==> config.mk <==
export PLATFORM = sky130hd
export DESIGN_NAME = vtot_score
export DESIGN_NICKNAME = d
export VERILOG_FILES = /design/src/rtl/vtot_pkg.sv /design/src/rtl/vtot_score.sv
export SDC_FILE = /design/constraint.sdc
export NUM_CORES = 1
export LEC_CHECK = 0
export BUFFER_PORTS_ARGS = -buffer_cell sky130_fd_sc_hd__buf_4
export CAP_MARGIN = 30
export CORE_UTILIZATION = 45
export CTS_CLUSTER_SIZE = 14
export DETAILED_ROUTE_END_ITERATION = 8
export PLACE_DENSITY = 0.69
export RECOVER_POWER = 25
export SLEW_MARGIN = 40
export SYNTH_ARGS = -nofsm -noshare
export SYNTH_HDL_FRONTEND = slang
export SYNTH_SLANG_ARGS = --single-unit
==> constraint.sdc <==
create_clock -name clk -period 8.6 [get_ports clk]
set_clock_uncertainty 0.05 [all_clocks]
set_input_delay 1.29 -clock clk [delete_from_list [all_inputs] [get_ports clk]]
set_output_delay 1.29 -clock clk [all_outputs]
set_load 0.01 [all_outputs]
==> src/rtl/vtot_pkg.sv <==
// vtot_pkg: shared types, constants and helpers of the voxel template offset tracker
// used by vtot_issue, vtot_score and voxel_template_offset_tracker_core
// no dependencies
package vtot_pkg;

  localparam int NUM_SHIFTS    = 5;
  localparam int K_W           = 3;
  localparam int CENTER_OFFSET = 100;
  localparam int COORD_W       = 24;
  localparam int FRAC_W        = 8;
  localparam int SCORE_W       = 24;
  localparam int POS_W         = 16;
  localparam int IN_DATA_W     = 104;
  localparam int OUT_DATA_W    = 64;

  localparam logic [SCORE_W-1:0] SCORE_MAX = {SCORE_W{1'b1}};

  // item kinds carried on tuser
  localparam logic MODE_POINT = 1'b0;
  localparam logic MODE_WRITE = 1'b1;

  typedef logic [K_W-1:0] shift_idx_t;

  // candidate shifts in scan order
  localparam shift_idx_t SH_CENTER = 3'd0;
  localparam shift_idx_t SH_XNEG   = 3'd1;
  localparam shift_idx_t SH_XPOS   = 3'd2;
  localparam shift_idx_t SH_YNEG   = 3'd3;
  localparam shift_idx_t SH_YPOS   = 3'd4;

  localparam logic signed [1:0] STEP_NEG  = -2'sd1;
  localparam logic signed [1:0] STEP_ZERO = 2'sd0;
  localparam logic signed [1:0] STEP_POS  = 2'sd1;

  typedef struct packed {
    logic [2:0]               pad;
    logic [7:0]               voxel_weight;
    logic [4:0]               voxel_z;
    logic [7:0]               voxel_y;
    logic [7:0]               voxel_x;
    logic signed [COORD_W-1:0] point_z;
    logic signed [COORD_W-1:0] point_y;
    logic signed [COORD_W-1:0] point_x;
  } in_data_t;

  typedef struct packed {
    logic signed [POS_W-1:0] position_y;
    logic signed [POS_W-1:0] position_x;
    logic                    converged;
    logic [SCORE_W-1:0]      best_score;
    logic signed [1:0]       best_dy;
    logic signed [1:0]       best_dx;
  } res_t;

  // tag that travels alongside a template read
  typedef struct packed {
    logic       vld;
    logic       hit;
    logic       last;
    shift_idx_t k;
  } rd_tag_t;

  function automatic int idx_bits(input int n);
    idx_bits = (n > 1) ? $clog2(n) : 1;
  endfunction

  function automatic logic signed [1:0] shift_dx(input shift_idx_t k);
    case (k)
      SH_XNEG: shift_dx = STEP_NEG;
      SH_XPOS: shift_dx = STEP_POS;
      default: shift_dx = STEP_ZERO;
    endcase
  endfunction

  function automatic logic signed [1:0] shift_dy(input shift_idx_t k);
    case (k)
      SH_YNEG: shift_dy = STEP_NEG;
      SH_YPOS: shift_dy = STEP_POS;
      default: shift_dy = STEP_ZERO;
    endcase
  endfunction

endpackage

==> src/rtl/vtot_score.sv <==
// vtot_score: per-shift score accumulation, best-shift ranking, tracked position
// and the result register; depends on vtot_pkg
module vtot_score #(
  parameter int WEIGHT_BITS = 8
) (
  input  logic                               clk,
  input  logic                               rst_n,
  input  vtot_pkg::rd_tag_t                  tag_i,
  input  logic [WEIGHT_BITS-1:0]             rd_data,
  output logic                               lock,
  output logic signed [vtot_pkg::POS_W-1:0]  track_x,
  output logic signed [vtot_pkg::POS_W-1:0]  track_y,
  output logic                               out_tvalid,
  input  logic                               out_tready,
  output logic [vtot_pkg::OUT_DATA_W-1:0]    out_tdata
);

  import vtot_pkg::*;

  logic [SCORE_W-1:0] sum_r [NUM_SHIFTS];
  logic [SCORE_W:0]   add_v [NUM_SHIFTS];

  logic               fin1_r, fin2_r;
  shift_idx_t         idx_a_r, idx_b_r;
  logic [SCORE_W-1:0] sc_a_r, sc_b_r, sc_4_r;

  logic signed [POS_W-1:0] track_x_r, track_y_r;
  logic                    out_valid_r;
  res_t                    out_data_r;

  logic               slot_free, fin_go;
  shift_idx_t         idx_ab, best_idx;
  logic [SCORE_W-1:0] sc_ab, best_sc;
  logic signed [1:0]  bdx, bdy;
  logic signed [POS_W:0] dpx, dpy;
  logic signed [POS_W-1:0] npx, npy;
  res_t               res_nxt;

  assign slot_free = !out_valid_r || out_tready;
  assign fin_go    = fin2_r && slot_free;
  assign lock      = (tag_i.vld && tag_i.last) || fin1_r || fin2_r;

  always_comb begin
    for (int e = 0; e < NUM_SHIFTS; e++) begin
      add_v[e] = {1'b0, sum_r[e]} + (SCORE_W + 1)'(rd_data);
    end
  end

  // accumulate; sums clear once the pair ranking has captured them
  always_ff @(posedge clk) begin
    if (!rst_n) begin
      for (int e = 0; e < NUM_SHIFTS; e++) begin
        sum_r[e] <= '0;
      end
    end else if (fin1_r) begin
      for (int e = 0; e < NUM_SHIFTS; e++) begin
        sum_r[e] <= '0;
      end
    end else if (tag_i.vld && tag_i.hit) begin
      for (int e = 0; e < NUM_SHIFTS; e++) begin
        if (tag_i.k == K_W'(e)) begin
          sum_r[e] <= add_v[e][SCORE_W] ? SCORE_MAX : add_v[e][SCORE_W-1:0];
        end
      end
    end
  end

  // first ranking stage: two pairs, later index wins only when strictly greater
  always_ff @(posedge clk) begin
    if (fin1_r) begin
      idx_a_r <= (sum_r[SH_XNEG] > sum_r[SH_CENTER]) ? SH_XNEG : SH_CENTER;
      sc_a_r  <= (sum_r[SH_XNEG] > sum_r[SH_CENTER]) ? sum_r[SH_XNEG] : sum_r[SH_CENTER];
      idx_b_r <= (sum_r[SH_YNEG] > sum_r[SH_XPOS]) ? SH_YNEG : SH_XPOS;
      sc_b_r  <= (sum_r[SH_YNEG] > sum_r[SH_XPOS]) ? sum_r[SH_YNEG] : sum_r[SH_XPOS];
      sc_4_r  <= sum_r[SH_YPOS];
    end
  end

  always_comb begin
    idx_ab   = (sc_b_r > sc_a_r) ? idx_b_r : idx_a_r;
    sc_ab    = (sc_b_r > sc_a_r) ? sc_b_r : sc_a_r;
    best_idx = (sc_4_r > sc_ab) ? SH_YPOS : idx_ab;
    best_sc  = (sc_4_r > sc_ab) ? sc_4_r : sc_ab;
    bdx      = shift_dx(best_idx);
    bdy      = shift_dy(best_idx);
    dpx      = (POS_W + 1)'(track_x_r) - (POS_W + 1)'(bdx);
    dpy      = (POS_W + 1)'(track_y_r) - (POS_W + 1)'(bdy);
    // saturate when the top two bits disagree
    if (dpx[POS_W] != dpx[POS_W-1]) begin
      npx = dpx[POS_W] ? {1'b1, {(POS_W-1){1'b0}}} : {1'b0, {(POS_W-1){1'b1}}};
    end else begin
      npx = dpx[POS_W-1:0];
    end
    if (dpy[POS_W] != dpy[POS_W-1]) begin
      npy = dpy[POS_W] ? {1'b1, {(POS_W-1){1'b0}}} : {1'b0, {(POS_W-1){1'b1}}};
    end else begin
      npy = dpy[POS_W-1:0];
    end
    res_nxt.best_dx    = bdx;
    res_nxt.best_dy    = bdy;
    res_nxt.best_score = best_sc;
    res_nxt.converged  = (best_idx == SH_CENTER);
    res_nxt.position_x = npx;
    res_nxt.position_y = npy;
  end

  always_ff @(posedge clk) begin
    if (!rst_n) begin
      fin1_r      <= 1'b0;
      fin2_r      <= 1'b0;
      track_x_r   <= '0;
      track_y_r   <= '0;
      out_valid_r <= 1'b0;
    end else begin
      fin1_r <= tag_i.vld && tag_i.last;
      if (fin1_r) begin
        fin2_r <= 1'b1;
      end else if (fin_go) begin
        fin2_r <= 1'b0;
      end
      if (fin_go) begin
        track_x_r   <= npx;
        track_y_r   <= npy;
        out_valid_r <= 1'b1;
      end else if (out_tready) begin
        out_valid_r <= 1'b0;
      end
    end
  end

  always_ff @(posedge clk) begin
    if (fin_go) begin
      out_data_r <= res_nxt;
    end
  end

  assign track_x    = track_x_r;
  assign track_y    = track_y_r;
  assign out_tvalid = out_valid_r;
  assign out_tdata  = OUT_DATA_W'(out_data_r);

  a_no_score_while_ranking: assert property (@(posedge clk) disable iff (!rst_n)
    fin1_r |-> !tag_i.vld)
    else $error("point scored while the frame is being ranked");

  a_sums_cleared: assert property (@(posedge clk) disable iff (!rst_n)
    fin1_r |=> (sum_r[0] == '0) && (sum_r[1] == '0) && (sum_r[2] == '0) &&
               (sum_r[3] == '0) && (sum_r[4] == '0))
    else $error("scores not cleared after frame end");

  a_result_loaded: assert property (@(posedge clk) disable iff (!rst_n)
    fin_go |=> out_valid_r && !fin2_r)
    else $error("frame result not presented");

endmodule

==> results summary <==
The number of synthesized register bits came out at 290. The final reports fail on capacitance limit, slew limit. The count of final hold-check violations is 0. The clock-pin slew on the worst setup and hold paths is 0.06 ns.

The largest stage delay on the critical path is 0.59 ns. The initial utilization of the core area, before any placement, comes to 45.7%. Pin placement for this block handled 115 I/O pins. Global routing consumed, on the met2 layer, 34.2% of the routing resources.

The combined global-route utilization of all metal layers is 20.9%. The internal power of the cells totals 0.00280 W. The cell that appears most often on the critical path is sky130_fd_sc_hd__ha_1. At the pin with the least slew margin, the transition time is 2.11 ns. The relative slew slack is -40.5%.

The count of cell types in the netlist came out at 90. Setup repair after global routing left no endpoint under its margin. In the synthesized netlist, the number of instances is 1725. The cell with the largest stage delay on the worst path is sky130_fd_sc_hd__nor3_2. The final standard cell utilization of the core is 51.9%. The CTS tree is done. The power share of the combinational group came out at 21.6%. The area added between synthesis and finish came out at 13.6%. The final routed DRC violation total came out at 0. The height of the die is 203 um.

For met3 alone, demand over resource in global routing was 2.30%. The worst setup path is launched from a flop. Buffers inserted to repair hold after CTS numbered 0. The antenna violation net count after detailed routing is 0. The clock latency reported for the late side of the worst-skew pair came out at 0.58 ns. The largest fanout on the critical path came out at 33. The DRC violation total after the first TritonRoute iteration came out at 857. The proportion of total power due to net switching is 29.0%.

The total setup violations reported at the end of the flow came out at 0. The maximum frequency from static timing analysis is 130 MHz. The worst setup path is of the flop to flop kind. The run finished, with violations left. The share of synthesized flip-flops with an asynchronous set or reset came out at 0%. Yosys printed 0 warnings.

The clock drives 290 sinks. The power density normalized to cell area came out at 191 nW/um^2. The combined area of all synthesized cells is 18100 um^2.

The number of global-route vias before repair is 13.2k. The total negative setup slack came out at 0 ns. The sort of element at the end of the critical path is a flop.

The largest net degree at the start of global routing came out at 70. The synthesized design contains 255 enable-type register cells. The final max-slew violation count is 115. The analysis attributes to cell leakage a power of 8.44 nW. The final weighted congestion in routability-driven placement came out at 0.894.

The sequential share of the synthesized area came out at 46.1%. The worst ir drop on vdd is 0.172 mV. The reported net switching power came out at 0.00114 W. After floorplanning, the core was divided into 73 placement rows. The final antenna diode count is 0.

The detail-routed net length per standard cell came out at 18.2 um. Buffers inserted during clock tree synthesis total 31. The HPWL after detailed placement is 32600 um. The worst min-delay path category is flop to flop. STA puts the critical path data arrival time at 8.14 ns. The met1 global-route usage is 29.4%. The portion of total power attributed to sequential cells came out at 43.4%.

The cell type with the highest aggregate area in the netlist is sky130_fd_sc_hd__edfxtp_1. By area the synthesized netlist is led by sky130_fd_sc_hd__edfxtp_1 42%, sky130_fd_sc_hd__ha_1 12%, sky130_fd_sc_hd__a21oi_1 5.1%. In the routed layout, each cell is associated on average with a via count of 5.73. The data required time at the worst endpoint is 9.05 ns. The mean area per synthesized cell came out at 10.5 um^2. The largest buffer count on any clock path is 3. The area of the die came out at 41100 um^2. The number of max-cap violations is 3. Across all layers, the routed design uses 13.6k vias. The post-route fraction of the period consumed by the critical path is 89.5%. The worst path needs 7.69 ns of the cycle, external delays included. The root buffer cell chosen for the clock tree is sky130_fd_sc_hd__clkbuf_16. The filler cells instantiated in the layout total 3498. The sequential cells in the finished layout cover a total of 8360 um^2. The share of final-layout standard cells stronger than drive strength 1 is 14.6%. The footprint of the multi-input gates came out at 9130 um^2. The number of antenna violations at the first check in global routing came out at 0. The maximum level of the CTS H-tree came out at 1. The routing layer with the top usage in global route is met2. After global routing the overflow that remains totals 0. The clock network power share came out at 35.0%. In the synthesized netlist the dominant register cell turns out to be sky130_fd_sc_hd__edfxtp_1. The area of the core region came out at 39700 um^2. The first global-routing pass estimated 69300 um of wire. The count of buffers from port buffering came out at 111. Summed over all layers, the routed wires come to 43400 um. The total design power came out at 0.00394 W. The die is 203 um wide.

The number of detailed-route iterations in the first pass came out at 5. Hold is met by 0.418 ns. The number of nets in the layout is 2026. The fraction of synthesized cell area taken by the top area cell type is 42.2%.
==> cells by family (layout without fill, tap and decap cells) <==
family | count (synthesis) | count (layout) | synth area share [%]
AND/OR/NAND/NOR | 470 | 470 | 13.0
AO/OA/AOI/OAI | 443 | 443 | 15.5
flip-flops | 290 | 290 | 46.1
adder cells (fa/ha/maj) | 179 | 179 | 12.6
buffers and inverters | 178 | 310 | 4.02
XOR/XNOR | 86 | 86 | 4.25
multiplexers | 78 | 78 | 4.62
other | 1 | 3 | 0.0207
==> synth_stat cells (32+ instances only) <==
| cell type | count |
|---|---|
| sky130_fd_sc_hd__a21o_1 | 33 |
| sky130_fd_sc_hd__a21oi_1 | 185 |
| sky130_fd_sc_hd__and3_1 | 32 |
| sky130_fd_sc_hd__clkbuf_1 | 36 |
| sky130_fd_sc_hd__dfxtp_1 | 35 |
| sky130_fd_sc_hd__edfxtp_1 | 255 |
| sky130_fd_sc_hd__ha_1 | 168 |
| sky130_fd_sc_hd__inv_1 | 122 |
| sky130_fd_sc_hd__mux2_2 | 46 |
| sky130_fd_sc_hd__mux2i_1 | 32 |
| sky130_fd_sc_hd__nand2_1 | 77 |
| sky130_fd_sc_hd__nand3_1 | 60 |
| sky130_fd_sc_hd__nor2_1 | 129 |
| sky130_fd_sc_hd__nor3_1 | 39 |
| sky130_fd_sc_hd__o21ai_0 | 73 |
| sky130_fd_sc_hd__xnor2_1 | 46 |
| sky130_fd_sc_hd__xor2_1 | 39 |
==> path summary, 6_finish.rpt <==
| check | startpoint | end | slack, ns | depth (start not counted) |
|---|---|---|---|---|
| min | sum_r[0][101]$_SDFFCE_PN0P_ | sc_4_r[5]$_DFFE_PP_ | 0.42 | 0 |
| max reg2reg | sc_b_r[7]$_DFFE_PP_ | track_y[9]$_SDFFE_PN0P_ | 0.91 | 27 |
| max | sc_b_r[7]$_DFFE_PP_ | track_y[9]$_SDFFE_PN0P_ | 0.91 | 27 |
| min reg2reg | sum_r[0][101]$_SDFFCE_PN0P_ | sc_4_r[5]$_DFFE_PP_ | 0.42 | 0 |
==> routing by layer <==
layer	routed length [um]	part of all wire (%)	vias to the layer above
met4	1040	2.4	0
met2	19900	46	399
met5	0	0	-
li1	-	-	6641
met1	20000	46	6548
met3	2420	5.6	61
==> placed cells by master, fill, tap and decap left out, drive strengths merged, types with 17 or more instances in the layout <==
cell    instances
mux2           46
xnor2          47
a21oi         185
nand4          29
a21o           35
buf           125
nor2b          26
and3           32
mux2i          32
xor2           39
inv           125
nand2          78
a211oi         21
nand3          60
ha            168
edfxtp        255
nor2          131
nor3           40
dfxtp          35
and2           17
clkbuf         37
o21ai          77
==> cell type report <==
cell class              instances  share of cell area, %
flip-flops and latches        290                   40.5
multi-input cells            1259                   44.3
repair buffers                130                   4.70
well taps                     525                   3.19
clock buffers                  32                   3.78
clock inverters                26                   1.27
inverters                     122                   2.22
==> power groups by stage <==
stage          Clock, W  Sequential, W  Combinational (W)
6_report        0.00138        0.00171           0.000853
3_3_place_gp          0        0.00174           0.000822
3_5_place_dp          0        0.00174           0.000844
4_1_cts         0.00141        0.00171           0.000851
5_1_grt         0.00144        0.00172           0.000947
2_1_floorplan         0        0.00172           0.000627
==> worst max-delay path, delay by kind of cell (launching register included) <==
family	cells	cell delay (ns)
AOI/OAI and AO/OA	15	3.42
and+or+nand+nor	4	1.47
adders and majority gates	3	1.13
buffers and inverters	4	0.88
DFF	1	0.41
muxes	1	0.25
==> registers in the layout, indices dropped and copies added (netlist names) <==
| name | flops |
|---|---|
| track_y | 16 |
| out_tvalid | 1 |
| track_x | 16 |
| idx_a_r | 1 |
| fin1_r | 1 |
| sc_4_r | 24 |
| fin2_r | 1 |
| idx_b_r | 1 |
| sc_a_r | 24 |
| sum_r | 120 |
| out_tdata | 61 |
| sc_b_r | 24 |
==> through the flow <==
stage,cell area [um^2],setup slack (ns),cells
after CTS,20600,0.650,2384
final,20600,0.907,2384
after floorplan,18200,1.58,1727
after global placement,19500,0.591,2322
after detailed placement,19600,0.734,2326
after global routing,20600,0.235,2384
==> timing repair <==
item                                    4_1_cts  5_1_grt
resized for setup                             0        1
endpoints found under the setup margin        0        9
buffers inserted                              0        0
Note: power is estimated with default switching activity, not from simulation.
