$ cat config.mk
export PLATFORM = sky130hd
export DESIGN_NAME = vtot_issue
export DESIGN_NICKNAME = d
export VERILOG_FILES = /design/src/rtl/vtot_pkg.sv /design/src/rtl/vtot_issue.sv
export SDC_FILE = /design/constraint.sdc
export NUM_CORES = 1
export LEC_CHECK = 0
export ABC_AREA = 1
export BUFFER_PORTS_ARGS = -buffer_cell sky130_fd_sc_hd__buf_2
export CAP_MARGIN = 40
export CORE_ASPECT_RATIO = 1.75
export CORE_MARGIN = 2
export CORE_UTILIZATION = 34
export CTS_CLUSTER_DIAMETER = 40
export CTS_CLUSTER_SIZE = 24
export DETAILED_ROUTE_END_ITERATION = 7
export PLACE_DENSITY_LB_ADDON = 0.2
export SLEW_MARGIN = 5
export SYNTH_ARGS = -nofsm -noshare
export SYNTH_HDL_FRONTEND = slang
export SYNTH_SLANG_ARGS = --single-unit
$ cat constraint.sdc
create_clock -name clk -period 7.4 [get_ports clk]
set_clock_uncertainty 0.15 [all_clocks]
set_input_delay 0.74 -clock clk [delete_from_list [all_inputs] [get_ports clk]]
set_output_delay 0.74 -clock clk [all_outputs]
set_load 0.03 [all_outputs]
$ cat src/rtl/vtot_pkg.sv
// vtot_pkg: shared types, constants and helpers of the voxel template offset tracker
// used by vtot_issue, vtot_score and voxel_template_offset_tracker_core
// no dependencies
package vtot_pkg;

  localparam int NUM_SHIFTS    = 5;
  localparam int K_W           = 3;
  localparam int CENTER_OFFSET = 100;
  localparam int COORD_W       = 24;
  localparam int FRAC_W        = 8;
  localparam int SCORE_W       = 24;
  localparam int POS_W         = 16;
  localparam int IN_DATA_W     = 104;
  localparam int OUT_DATA_W    = 64;

  localparam logic [SCORE_W-1:0] SCORE_MAX = {SCORE_W{1'b1}};

  // item kinds carried on tuser
  localparam logic MODE_POINT = 1'b0;
  localparam logic MODE_WRITE = 1'b1;

  typedef logic [K_W-1:0] shift_idx_t;

  // candidate shifts in scan order
  localparam shift_idx_t SH_CENTER = 3'd0;
  localparam shift_idx_t SH_XNEG   = 3'd1;
  localparam shift_idx_t SH_XPOS   = 3'd2;
  localparam shift_idx_t SH_YNEG   = 3'd3;
  localparam shift_idx_t SH_YPOS   = 3'd4;

  localparam logic signed [1:0] STEP_NEG  = -2'sd1;
  localparam logic signed [1:0] STEP_ZERO = 2'sd0;
  localparam logic signed [1:0] STEP_POS  = 2'sd1;

  typedef struct packed {
    logic [2:0]               pad;
    logic [7:0]               voxel_weight;
    logic [4:0]               voxel_z;
    logic [7:0]               voxel_y;
    logic [7:0]               voxel_x;
    logic signed [COORD_W-1:0] point_z;
    logic signed [COORD_W-1:0] point_y;
    logic signed [COORD_W-1:0] point_x;
  } in_data_t;

  typedef struct packed {
    logic signed [POS_W-1:0] position_y;
    logic signed [POS_W-1:0] position_x;
    logic                    converged;
    logic [SCORE_W-1:0]      best_score;
    logic signed [1:0]       best_dy;
    logic signed [1:0]       best_dx;
  } res_t;

  // tag that travels alongside a template read
  typedef struct packed {
    logic       vld;
    logic       hit;
    logic       last;
    shift_idx_t k;
  } rd_tag_t;

  function automatic int idx_bits(input int n);
    idx_bits = (n > 1) ? $clog2(n) : 1;
  endfunction

  function automatic logic signed [1:0] shift_dx(input shift_idx_t k);
    case (k)
      SH_XNEG: shift_dx = STEP_NEG;
      SH_XPOS: shift_dx = STEP_POS;
      default: shift_dx = STEP_ZERO;
    endcase
  endfunction

  function automatic logic signed [1:0] shift_dy(input shift_idx_t k);
    case (k)
      SH_YNEG: shift_dy = STEP_NEG;
      SH_YPOS: shift_dy = STEP_POS;
      default: shift_dy = STEP_ZERO;
    endcase
  endfunction

endpackage

$ cat src/rtl/vtot_issue.sv
// vtot_issue: input item register, voxel address generation, template writes and
// the clearing pass after reset; depends on vtot_pkg
module vtot_issue #(
  parameter int GRID_X      = 256,
  parameter int GRID_Y      = 256,
  parameter int GRID_Z      = 32,
  parameter int WEIGHT_BITS = 8,
  localparam int ADDR_W     = vtot_pkg::idx_bits(GRID_X) + vtot_pkg::idx_bits(GRID_Y)
                              + vtot_pkg::idx_bits(GRID_Z)
) (
  input  logic                               clk,
  input  logic                               rst_n,
  input  logic                               in_tvalid,
  output logic                               in_tready,
  input  logic [vtot_pkg::IN_DATA_W-1:0]     in_tdata,
  input  logic                               in_tuser,
  input  logic                               in_tlast,
  input  logic signed [vtot_pkg::POS_W-1:0]  track_x,
  input  logic signed [vtot_pkg::POS_W-1:0]  track_y,
  input  logic                               lock,
  output logic                               mem_we,
  output logic [ADDR_W-1:0]                  mem_waddr,
  output logic [WEIGHT_BITS-1:0]             mem_wdata,
  output logic [ADDR_W-1:0]                  mem_raddr,
  output vtot_pkg::rd_tag_t                  tag
);

  import vtot_pkg::*;

  localparam int XW  = idx_bits(GRID_X);
  localparam int YW  = idx_bits(GRID_Y);
  localparam int ZW  = idx_bits(GRID_Z);
  localparam int SW  = COORD_W + 3;  // shifted coordinate in fixed point
  localparam int QW  = SW - FRAC_W;  // whole voxel index
  localparam int WHW = SW - FRAC_W;  // whole-cm offset

  function automatic logic signed [QW-1:0] trunc_idx(input logic signed [SW-1:0] s);
    logic signed [QW-1:0] q;
    q = s[SW-1:FRAC_W];
    // floor to truncation for negative values with a fraction
    if (s[SW-1] && (|s[FRAC_W-1:0])) begin
      q = q + QW'(1);
    end
    trunc_idx = q;
  endfunction

  in_data_t din;
  assign din = in_data_t'(in_tdata);

  logic                      a_vld_r;
  logic                      a_mode_r;
  logic                      a_last_r;
  logic signed [COORD_W-1:0] a_x_r, a_y_r, a_z_r;
  logic [7:0]                a_vx_r, a_vy_r;
  logic [4:0]                a_vz_r;
  logic [7:0]                a_w_r;
  shift_idx_t                k_r;

  logic              clr_done_r;
  logic [ADDR_W-1:0] clr_addr_r;
  rd_tag_t           tag_r, tag_nxt;

  logic go, a_fin, accept;
  logic signed [WHW-1:0] wh_x, wh_y;
  logic signed [SW-1:0]  s_x, s_y, s_z;
  logic signed [QW-1:0]  tx, ty, tz;
  logic                  hit, wr_ok;

  assign go     = a_vld_r && !lock && clr_done_r;
  assign a_fin  = (a_mode_r == MODE_WRITE) || (k_r == SH_YPOS);
  assign in_tready = clr_done_r && (!a_vld_r || (go && a_fin));
  assign accept = in_tvalid && in_tready;

  always_comb begin
    wh_x = WHW'(shift_dx(k_r)) - WHW'(track_x) + WHW'(CENTER_OFFSET);
    wh_y = WHW'(shift_dy(k_r)) - WHW'(track_y) + WHW'(CENTER_OFFSET);
    s_x  = SW'(a_x_r) + SW'($signed({wh_x, {FRAC_W{1'b0}}}));
    s_y  = SW'(a_y_r) + SW'($signed({wh_y, {FRAC_W{1'b0}}}));
    s_z  = SW'(a_z_r);
    tx   = trunc_idx(s_x);
    ty   = trunc_idx(s_y);
    tz   = trunc_idx(s_z);
    hit  = !tx[QW-1] && (tx < QW'(GRID_X)) &&
           !ty[QW-1] && (ty < QW'(GRID_Y)) &&
           !tz[QW-1] && (tz < QW'(GRID_Z));
    wr_ok = (32'(a_vx_r) < GRID_X) && (32'(a_vy_r) < GRID_Y) && (32'(a_vz_r) < GRID_Z);
  end

  assign mem_raddr = {tx[XW-1:0], ty[YW-1:0], tz[ZW-1:0]};

  always_comb begin
    if (!clr_done_r) begin
      mem_we    = 1'b1;
      mem_waddr = clr_addr_r;
      mem_wdata = '0;
    end else begin
      mem_we    = go && (a_mode_r == MODE_WRITE) && wr_ok;
      mem_waddr = {XW'(a_vx_r), YW'(a_vy_r), ZW'(a_vz_r)};
      mem_wdata = WEIGHT_BITS'(a_w_r);
    end
  end

  always_comb begin
    tag_nxt.vld  = go && (a_mode_r == MODE_POINT);
    tag_nxt.hit  = hit;
    tag_nxt.last = a_last_r && (k_r == SH_YPOS);
    tag_nxt.k    = k_r;
  end

  always_ff @(posedge clk) begin
    if (!rst_n) begin
      a_vld_r    <= 1'b0;
      k_r        <= SH_CENTER;
      clr_done_r <= 1'b0;
      clr_addr_r <= '0;
      tag_r      <= '0;
    end else begin
      tag_r <= tag_nxt;
      if (!clr_done_r) begin
        clr_addr_r <= clr_addr_r + ADDR_W'(1);
        if (clr_addr_r == {ADDR_W{1'b1}}) begin
          clr_done_r <= 1'b1;
        end
      end
      if (go) begin
        if (a_fin) begin
          a_vld_r <= 1'b0;
        end else begin
          k_r <= k_r + K_W'(1);
        end
      end
      if (accept) begin
        a_vld_r <= 1'b1;
        k_r     <= SH_CENTER;
      end
    end
  end

  always_ff @(posedge clk) begin
    if (accept) begin
      a_mode_r <= in_tuser;
      a_last_r <= in_tlast;
      a_x_r    <= din.point_x;
      a_y_r    <= din.point_y;
      a_z_r    <= din.point_z;
      a_vx_r   <= din.voxel_x;
      a_vy_r   <= din.voxel_y;
      a_vz_r   <= din.voxel_z;
      a_w_r    <= din.voxel_weight;
    end
  end

  assign tag = tag_r;

  a_no_accept_in_clear: assert property (@(posedge clk) disable iff (!rst_n)
    !clr_done_r |-> !in_tready)
    else $error("item accepted during clearing pass");

  a_lock_stops_reads: assert property (@(posedge clk) disable iff (!rst_n)
    lock |=> !tag_r.vld)
    else $error("template read issued while a frame result is pending");

  a_write_only_from_item: assert property (@(posedge clk) disable iff (!rst_n)
    (mem_we && clr_done_r) |-> (go && (a_mode_r == MODE_WRITE)))
    else $error("template write without a write item");

endmodule

==> flow_summary.ini, run 1 <==
[clock_tree]
cts_buffers = 17
clk_pin_slew_ps = 60
cts_tree = built
cts_buffer_depth = 2
clock_latency_ps = 440
clockRootBuffer = clkbuf_16
h-tree-depth = 4
cts_sinks = 135

[placement]
hpwl_mm = 23.5
gp_congestion = 0.847
portBuffers = 196
dp_cells = 2063
placed_area_um2 = 12300
dp_slack_ps = 927

[floorplan]
coreArea_um2 = 31500
rows = 86
die_w_um = 139
die_area_um2 = 33400
ios = 200
die_y_um = 240
initial_core_util = 0.344

[global_route]
gr-usage-all-layers = 0.172
grt_pass1_vias = 9661
grt_max_degree = 48
antenna_found_initial = 7
grt_pass1_wl_mm = 45.6
grt_overflow = 0

[synth]
yosysWarningCount = 0
synth.most_common_cell = nand2_1
seq_area_frac_synth = 0.344
synth_commonest_cells = nand2_1, inv_1, nor2_1
synthTopCellsByArea = edfxtp_1, nand2_1, ha_1
synth-edff-count = 103
synthArstFlopShare = 0
ys.flop_type = edfxtp_1
synth_top_area_share = 0.285
ys_seq_elements = 135
syn_area_um2 = 10900
syn_nets = 1723
synth_area_per_cell_um2 = 7.34
syn_inst = 1479
synth_top_cell_by_area = edfxtp_1
synth.distinct_cells = 44

[layout]
layout.cells.non_filler = 2097
fin_util = 0.411
fillers = 3243
layout-drive-gt1-share = 0.190
area_growth_syn_to_layout_pct = 19.4
final_nets = 1930
final_cell_area_um2 = 13000

[sta]
hold_violations = 0
fmax_mhz = 150
fin_ws_ps = 714
slew_violations = 0
relSlewSlack = 0.558
holdWs_ps = 321
rsz0062_at_grt = false
tightest_slew_ps = 662
finalSetupViolations = 0
fin_crit_ps = 6690
period_share = 0.903
fin_setup_tns_ps = 0

[routing]
drt_iter0_drc = 356
final_antenna_net_count = 0
vias = 9868
wire_per_inst_um = 13.5
first_pass_iters = 5
viasPerCell = 4.71
wl_mm = 28.3
drc = 0

[worst_hold_path]
hp-class = register to register
hold-path-cell-count = 2
hold_end = tag[1]
worstHoldStart = k_r[1]

[setup_path]
worst_r2r_path_depth = 31
cp-start-kind = register
cp_max_fo = 12
r2r-end = tag[4]
cp_slowest_cell = fa_1
r2r-start = k_r[0]
path_delay_family = simple AND/OR/NAND/NOR gates
criticalPathCategory = register to output pin
end_kind = output pin
critPathMaxStageDelay_ps = 400
cp_data_required_time_ps = 6510
path_buf_inv = 7
crit_start = k_r[1]
r2r_slack_ps = 1750
cp.arrival_ps = 5800

[power_and_ir_drop]
power_density_nw_per_um2 = 172
p_total_mw = 2.23
p_leak_nw = 6.35
ir_drop_v = 0.000162

[outcome]
status = finished, final reports clean

[flow_run]
max_cap_violations = 0
-- cells by family (layout without fill, tap and decap cells) --
group	after synthesis	in the layout	share of synthesized area
simple gates	754	754	0.311
buf+inv	261	481	0.0910
compound gates	164	164	0.0830
flops	135	135	0.344
fa+ha+maj	102	102	0.120
xor+xnor	63	63	0.0508
other cells	0	2	0
-- report_power, final --
part	leakage [nW]	internal, mW	total, mW	switching, mW
clock	0.294	0.512	0.891	0.379
combinational	4.87	0.178	0.523	0.346
sequential	1.18	0.815	0.816	0.00124
total	6.35	1.50	2.23	0.726
-- cell usage in the layout, fill, tap and decap left out, types with 2 or more instances in the layout --
master	instances
nand2_1	377
inv_1	234
buf_2	196
nor2_1	144
edfxtp_1	103
nand3_1	102
ha_1	98
a21oi_1	73
o21ai_0	61
xor2_1	50
nand2_2	34
dfxtp_1	31
nor3_1	24
nand4_1	21
clkbuf_16	17
nor2_2	14
xnor2_1	13
nand3_2	12
inv_2	11
nand3b_1	9
o21bai_1	7
nor2_4	7
inv_8	5
a211oi_1	4
a31oi_1	4
a21oi_2	4
nor4_1	4
fa_1	4
o21ai_1	3
clkinv_4	3
inv_6	3
buf_4	3
diode_2	2
o2111ai_1	2
clkinv_1	2
clkinvlp_4	2
bufinv_16	2
buf_12	2
-- routing by layer --
metal,up-vias,wire (um),global-route usage
met5,-,60,0
met4,8,705,0.0652
met3,46,1140,0.0370
met2,188,15900,0.348
met1,4404,10500,0.166
li1,5222,-,-
-- worst max path at each step --
stage | cells after the start | slack (ps) | to
4_1_cts | 28 | 440 | mem_raddr[19]
6_report | 33 | 710 | mem_raddr[19]
5_1_grt | 30 | 70 | mem_raddr[12]
3_3_place_gp | 28 | 990 | mem_raddr[19]
2_1_floorplan | 33 | 1410 | mem_raddr[19]
3_5_place_dp | 28 | 930 | mem_raddr[19]
-- layout make-up --
class / instances / area [um^2] / area share
sequential: 135 / 3730 / 0.288
inverter: 248 / 933 / 0.0720
tap: 396 / 495 / 0.0382
clock inverter: 15 / 184 / 0.0142
timing repair buffer: 201 / 1040 / 0.0805
antenna: 2 / 5.00 / 0.000386
clock buffer: 17 / 425 / 0.0328
multi-input combinational: 1083 / 6140 / 0.474
-- tightest hold or removal path, stage by stage, from the launching register on --
cell	delay [ps]
dfxtp_1	330
nand2_1	60
inv_1	30
-- repair_timing --
action,in CTS,in global routing
hold endpoints to repair,0,0
hold buffers,0,0
setup buffers,0,0
gates resized for setup,0,1
setup endpoints to repair,0,1
-- state kept, by name, indices dropped and copies added, names as in the netlist --
| signal | cells |
|---|---|
| a_vx_r | 8 |
| a_w_r | 8 |
| k_r | 3 |
| a_last_r | 1 |
| a_y_r | 24 |
| a_vz_r | 5 |
| a_vld_r | 1 |
| clr_addr_r | 21 |
| tag | 6 |
| a_mode_r | 1 |
| a_z_r | 24 |
| clr_done_r | 1 |
| a_x_r | 24 |
| a_vy_r | 8 |
(Power assumes the default switching activity.)
==> inputs of run 2 (changes only) <==
- CAP_MARGIN: 40 -> 20
- CORE_MARGIN: 2 -> 5
- RECOVER_POWER: unset -> 50
==> flow_summary.ini, run 2 (synthesis gave the netlist of run 1 again) <==
[outcome]
status = complete, but fails checks
violations = max-capacitance violations, max-slew violations

[setup_path]
end_kind = output pin
cp-start-kind = register
r2r-start = k_r[0]
cp_data_required_time_ps = 6510
cp_max_fo = 12
criticalPathCategory = register to output pin
critPathMaxStageDelay_ps = 430
crit_start = k_r[1]
cp.arrival_ps = 5800
cp_slowest_cell = a211oi_1
r2r_slack_ps = 1680

[sta]
period_share = 0.904
relSlewSlack = -0.143
tightest_slew_ps = 1710
finalSetupViolations = 0
fmax_mhz = 149
hold_violations = 0
fin_setup_tns_ps = 0
slew_violations = 60
rsz0062_at_grt = false
fin_crit_ps = 6690

[power_and_ir_drop]
switching_share = 0.334
p_switching_mw = 0.717
ir_drop_v = 0.000164
p_leak_nw = 6.18
seqPwrFrac = 0.381
p_clk_frac = 0.376
p_comb_frac = 0.244
p_total_mw = 2.14
intPower_mw = 1.43
power_density_nw_per_um2 = 167

[layout]
fillers = 3345
ff_latch_area_um2 = 3730
multiInputGateArea_um2 = 6140
final_nets = 1928
final_common_cell = nand2_1
reg_top3 = a_x_r (24), a_y_r (24), a_z_r (24)
area_growth_syn_to_layout_pct = 18.1
layout-drive-gt1-share = 0.167
final_cell_mix = nand2_1, inv_1, buf_2

[placement]
portBuffers = 196
gp_congestion = 0.865
hpwl_mm = 24.2

[clock_tree]
cts_buffer_depth = 2
h-tree-depth = 4
postCtsSetupBuffers = 0
cts_hold_buf = 0
clk_pin_slew_ps = 60
cts_sinks = 135
cts.repair.resized = 0
cts_buffers = 17
cts_tree = built
clockRootBuffer = clkbuf_16
clock_latency_ps = 440

[global_route]
gr-usage-all-layers = 0.159
antenna_found_initial = 9
grt_overflow = 0
grt_pass1_vias = 9961
grt_max_degree = 72
grt_pass1_wl_mm = 45.9

[floorplan]
die_w_um = 145
initial_core_util = 0.344
ios = 200
die_area_um2 = 35800
coreArea_um2 = 31500
die_y_um = 246
rows = 86

[routing]
final_antenna_net_count = 0
drc = 0
wl_mm = 28.7
viasPerCell = 4.70
vias = 9875
drt_iter0_drc = 307
wire_per_inst_um = 13.7
first_pass_iters = 5

[worst_hold_path]
worstHoldStart = in_tdata[27]
hp-class = primary input to register

[flow_run]
max_cap_violations = 1
## run 2: cell types whose count changed in the layout (fill, tap and decap cells not counted), sizes merged
| cell | change |
|---|---|
| inv | -1 |
| clkinv | +2 |
| diode | +4 |
| clkinvlp | +1 |
| clkbuf | +33 |
| buf | -35 |
| bufinv | -2 |
## run 2: metrics by stage
stage               hold WS, ps  setup slack (ps)   util  std cells  area (um^2)
finish                      319               708  0.407       2099        12800
global route                298               185  0.406       2096        12800
CTS                         296               583  0.408       2093        12800
detailed placement          307              1050  0.390       2061        12300
global placement            308              1150  0.390       2061        12300
floorplan                   283              1410      -       1479        10900
## run 2: critical path: cells and delay by family (launching register included)
kind,cells,cell delay [ps]
AOI/OAI and AO/OA,8,1640
and+or+nand+nor,11,1300
adders and majority gates,4,1030
buffers and inverters,5,710
DFF,1,370
xor gates and xnor gates,2,290
## run 2: power groups by stage
stage	Clock, mW	Sequential [mW]	Combinational, mW
floorplan	0	0.833	0.383
global placement	0	0.833	0.521
detailed placement	0	0.833	0.528
CTS	0.827	0.816	0.530
global route	0.861	0.816	0.592
finish	0.805	0.816	0.522
## run 2: final cells by class
type,count,share of cell area
well taps,396,0.0386
repair buffers,199,0.0750
clock buffers,17,0.0332
clock inverters,15,0.00927
multi-input cells,1083,0.479
flip-flops and latches,135,0.291
inverters,248,0.0728
diodes,6,0.00117
## run 2: worst paths after layout
check | endpoint | cells after the start
max | mem_raddr[19] | 30
min | a_y_r[3] | 1
max reg2reg | tag[4] | 30
min reg2reg | tag[2] | 2
## run 2: per-layer routing
metal / GRT usage / vias to the layer above / wire (um)
met5: 0 / - / 60
li1: - / 5235 / -
met4: 0.0917 / 10 / 1370
met2: 0.310 / 201 / 15700
met3: 0.0444 / 80 / 1490
met1: 0.144 / 4349 / 10100
==> inputs of run 3 (changes only) <==
- clock period: 7.4 -> 5.9 ns (I/O delays scaled with it)
==> flow_summary.ini, run 3 (synthesis gave the netlist of run 1 again) <==
[outcome]
status = complete, but fails checks
violations = max-capacitance violations, max-slew violations

[power_and_ir_drop]
p_leak_nw = 6.37
ir_drop_v = 0.000250
p_total_mw = 2.73
power_density_nw_per_um2 = 203

[global_route]
grt_pass1_wl_mm = 46.4
grt_max_degree = 70
antenna_found_initial = 10
gr-usage-all-layers = 0.159
grt_pass1_vias = 9995
grt_overflow = 0

[sta]
hold_violations = 0
fin_crit_ps = 5620
tightest_slew_ps = 1770
holdWs_ps = 185
period_share = 0.953
finalSetupViolations = 0
fmax_mhz = 178
relSlewSlack = -0.185
slew_violations = 60

[placement]
dp_cells = 2075
gp_congestion = 0.867
hpwl_mm = 24.2
portBuffers = 196

[layout]
final_nets = 1961
final_cell_mix = nand2_1, inv_1, buf_2
final_common_cell = nand2_1
layout-drive-gt1-share = 0.218
reg_top3 = a_x_r (24), a_y_r (24), a_z_r (24)
area_growth_syn_to_layout_pct = 23.6
layout.cells.non_filler = 2131

[setup_path]
cpMostUsedCell = nand3_2
cp_data_required_time_ps = 5160
cp.arrival_ps = 4880
end_kind = output pin
cp_max_fo = 4
criticalPathCategory = register to output pin
cp_slowest_cell = fa_2
critPathMaxStageDelay_ps = 380
cp-start-kind = register

[routing]
wl_mm = 29.1
wl_met1_mm = 10.5
final_antenna_net_count = 0
route.met2.wl_mm = 16.2
vias = 10000
highest_layer = met5
drt_iter0_drc = 369
first_pass_iters = 5
drc = 0
viasPerCell = 4.70
wire_per_inst_um = 13.7
dr_wl_met3_mm = 1.21

[clock_tree]
cts_buffer_depth = 2
clock_latency_ps = 430
cts_tree = built
h-tree-depth = 4
cts_sinks = 135
cts_buffers = 17
cts_hold_buf = 0
clockRootBuffer = clkbuf_16
clk_pin_slew_ps = 60

[flow_run]
max_cap_violations = 1

[floorplan]
initial_core_util = 0.344
die_y_um = 246
die_w_um = 145
rows = 86
die_area_um2 = 35800
coreArea_um2 = 31500
ios = 200

[worst_hold_path]
hp-class = primary input to register
==> run 3: changes by cell type in the layout (fill, tap and decap cells not counted), sizes merged <==
| cell | previous run | this run |
|---|---|---|
| buf | 166 | 198 |
| clkbuf | 50 | 51 |
| diode | 6 | 5 |
==> run 3: critical path, delay by kind of cell, from the launching register on <==
kind,cells,cell delay (ps)
AND/OR/NAND/NOR,14,1430
adder cells (fa/ha/maj),5,1170
buffers and inverters,8,860
AO/OA/AOI/OAI,3,510
flip-flops,1,340
XOR/XNOR,1,160
==> run 3: final timing paths <==
| kind | depth (start not counted) | start | slack [ps] | end |
|---|---|---|---|---|
| setup reg to reg | 35 | k_r[1] | 850 | tag[4] |
| hold / removal | 1 | in_tdata[1] | 190 | a_x_r[1] |
| setup / recovery | 31 | k_r[1] | 280 | mem_raddr[17] |
| hold reg to reg | 2 | k_r[2] | 310 | tag[2] |
==> run 3: stage by stage <==
stage / worst slack, ps / TNS (ps) / utilization / instance area [um^2]
3_5_place_dp: 86.0 / 0 / 0.394 / 12400
3_3_place_gp: 146 / 0 / 0.394 / 12400
4_1_cts: 1.71 / 0 / 0.415 / 13100
6_report: 275 / 0 / 0.426 / 13400
5_1_grt: -95.1 / -399 / 0.426 / 13400
2_1_floorplan: 59.6 / 0 / - / 10900
==> run 3: repair_timing <==
action | in CTS | in global routing
setup buffers | 6 | 13
pin swaps | 8 | 31
gates resized for setup | 28 | 69
endpoints found under the setup margin | 16 | 16
==> run 3: where the power goes <==
group | total, mW | internal, mW | switching [mW]
Sequential | 1.02 | 1.02 | 0.00148
Combinational | 0.711 | 0.254 | 0.456
Clock | 0.995 | 0.545 | 0.450
==> run 3: metal layers <==
| layer | GRT usage | up-vias |
|---|---|---|
| met1 | 0.152 | 4465 |
| met2 | 0.315 | 195 |
| met5 | 0 | - |
| met4 | 0.0744 | 12 |
| li1 | - | 5283 |
| met3 | 0.0355 | 63 |
==> run 3: cell type report <==
class | instances | area, um^2
repair buffers | 232 | 1240
clock inverters | 15 | 116
fillers | 3295 | 18100
clock buffers | 17 | 425
well taps | 396 | 495
diodes | 5 | 12.5
inverters | 248 | 938
flip-flops and latches | 135 | 3740
multi-input cells | 1083 | 6460
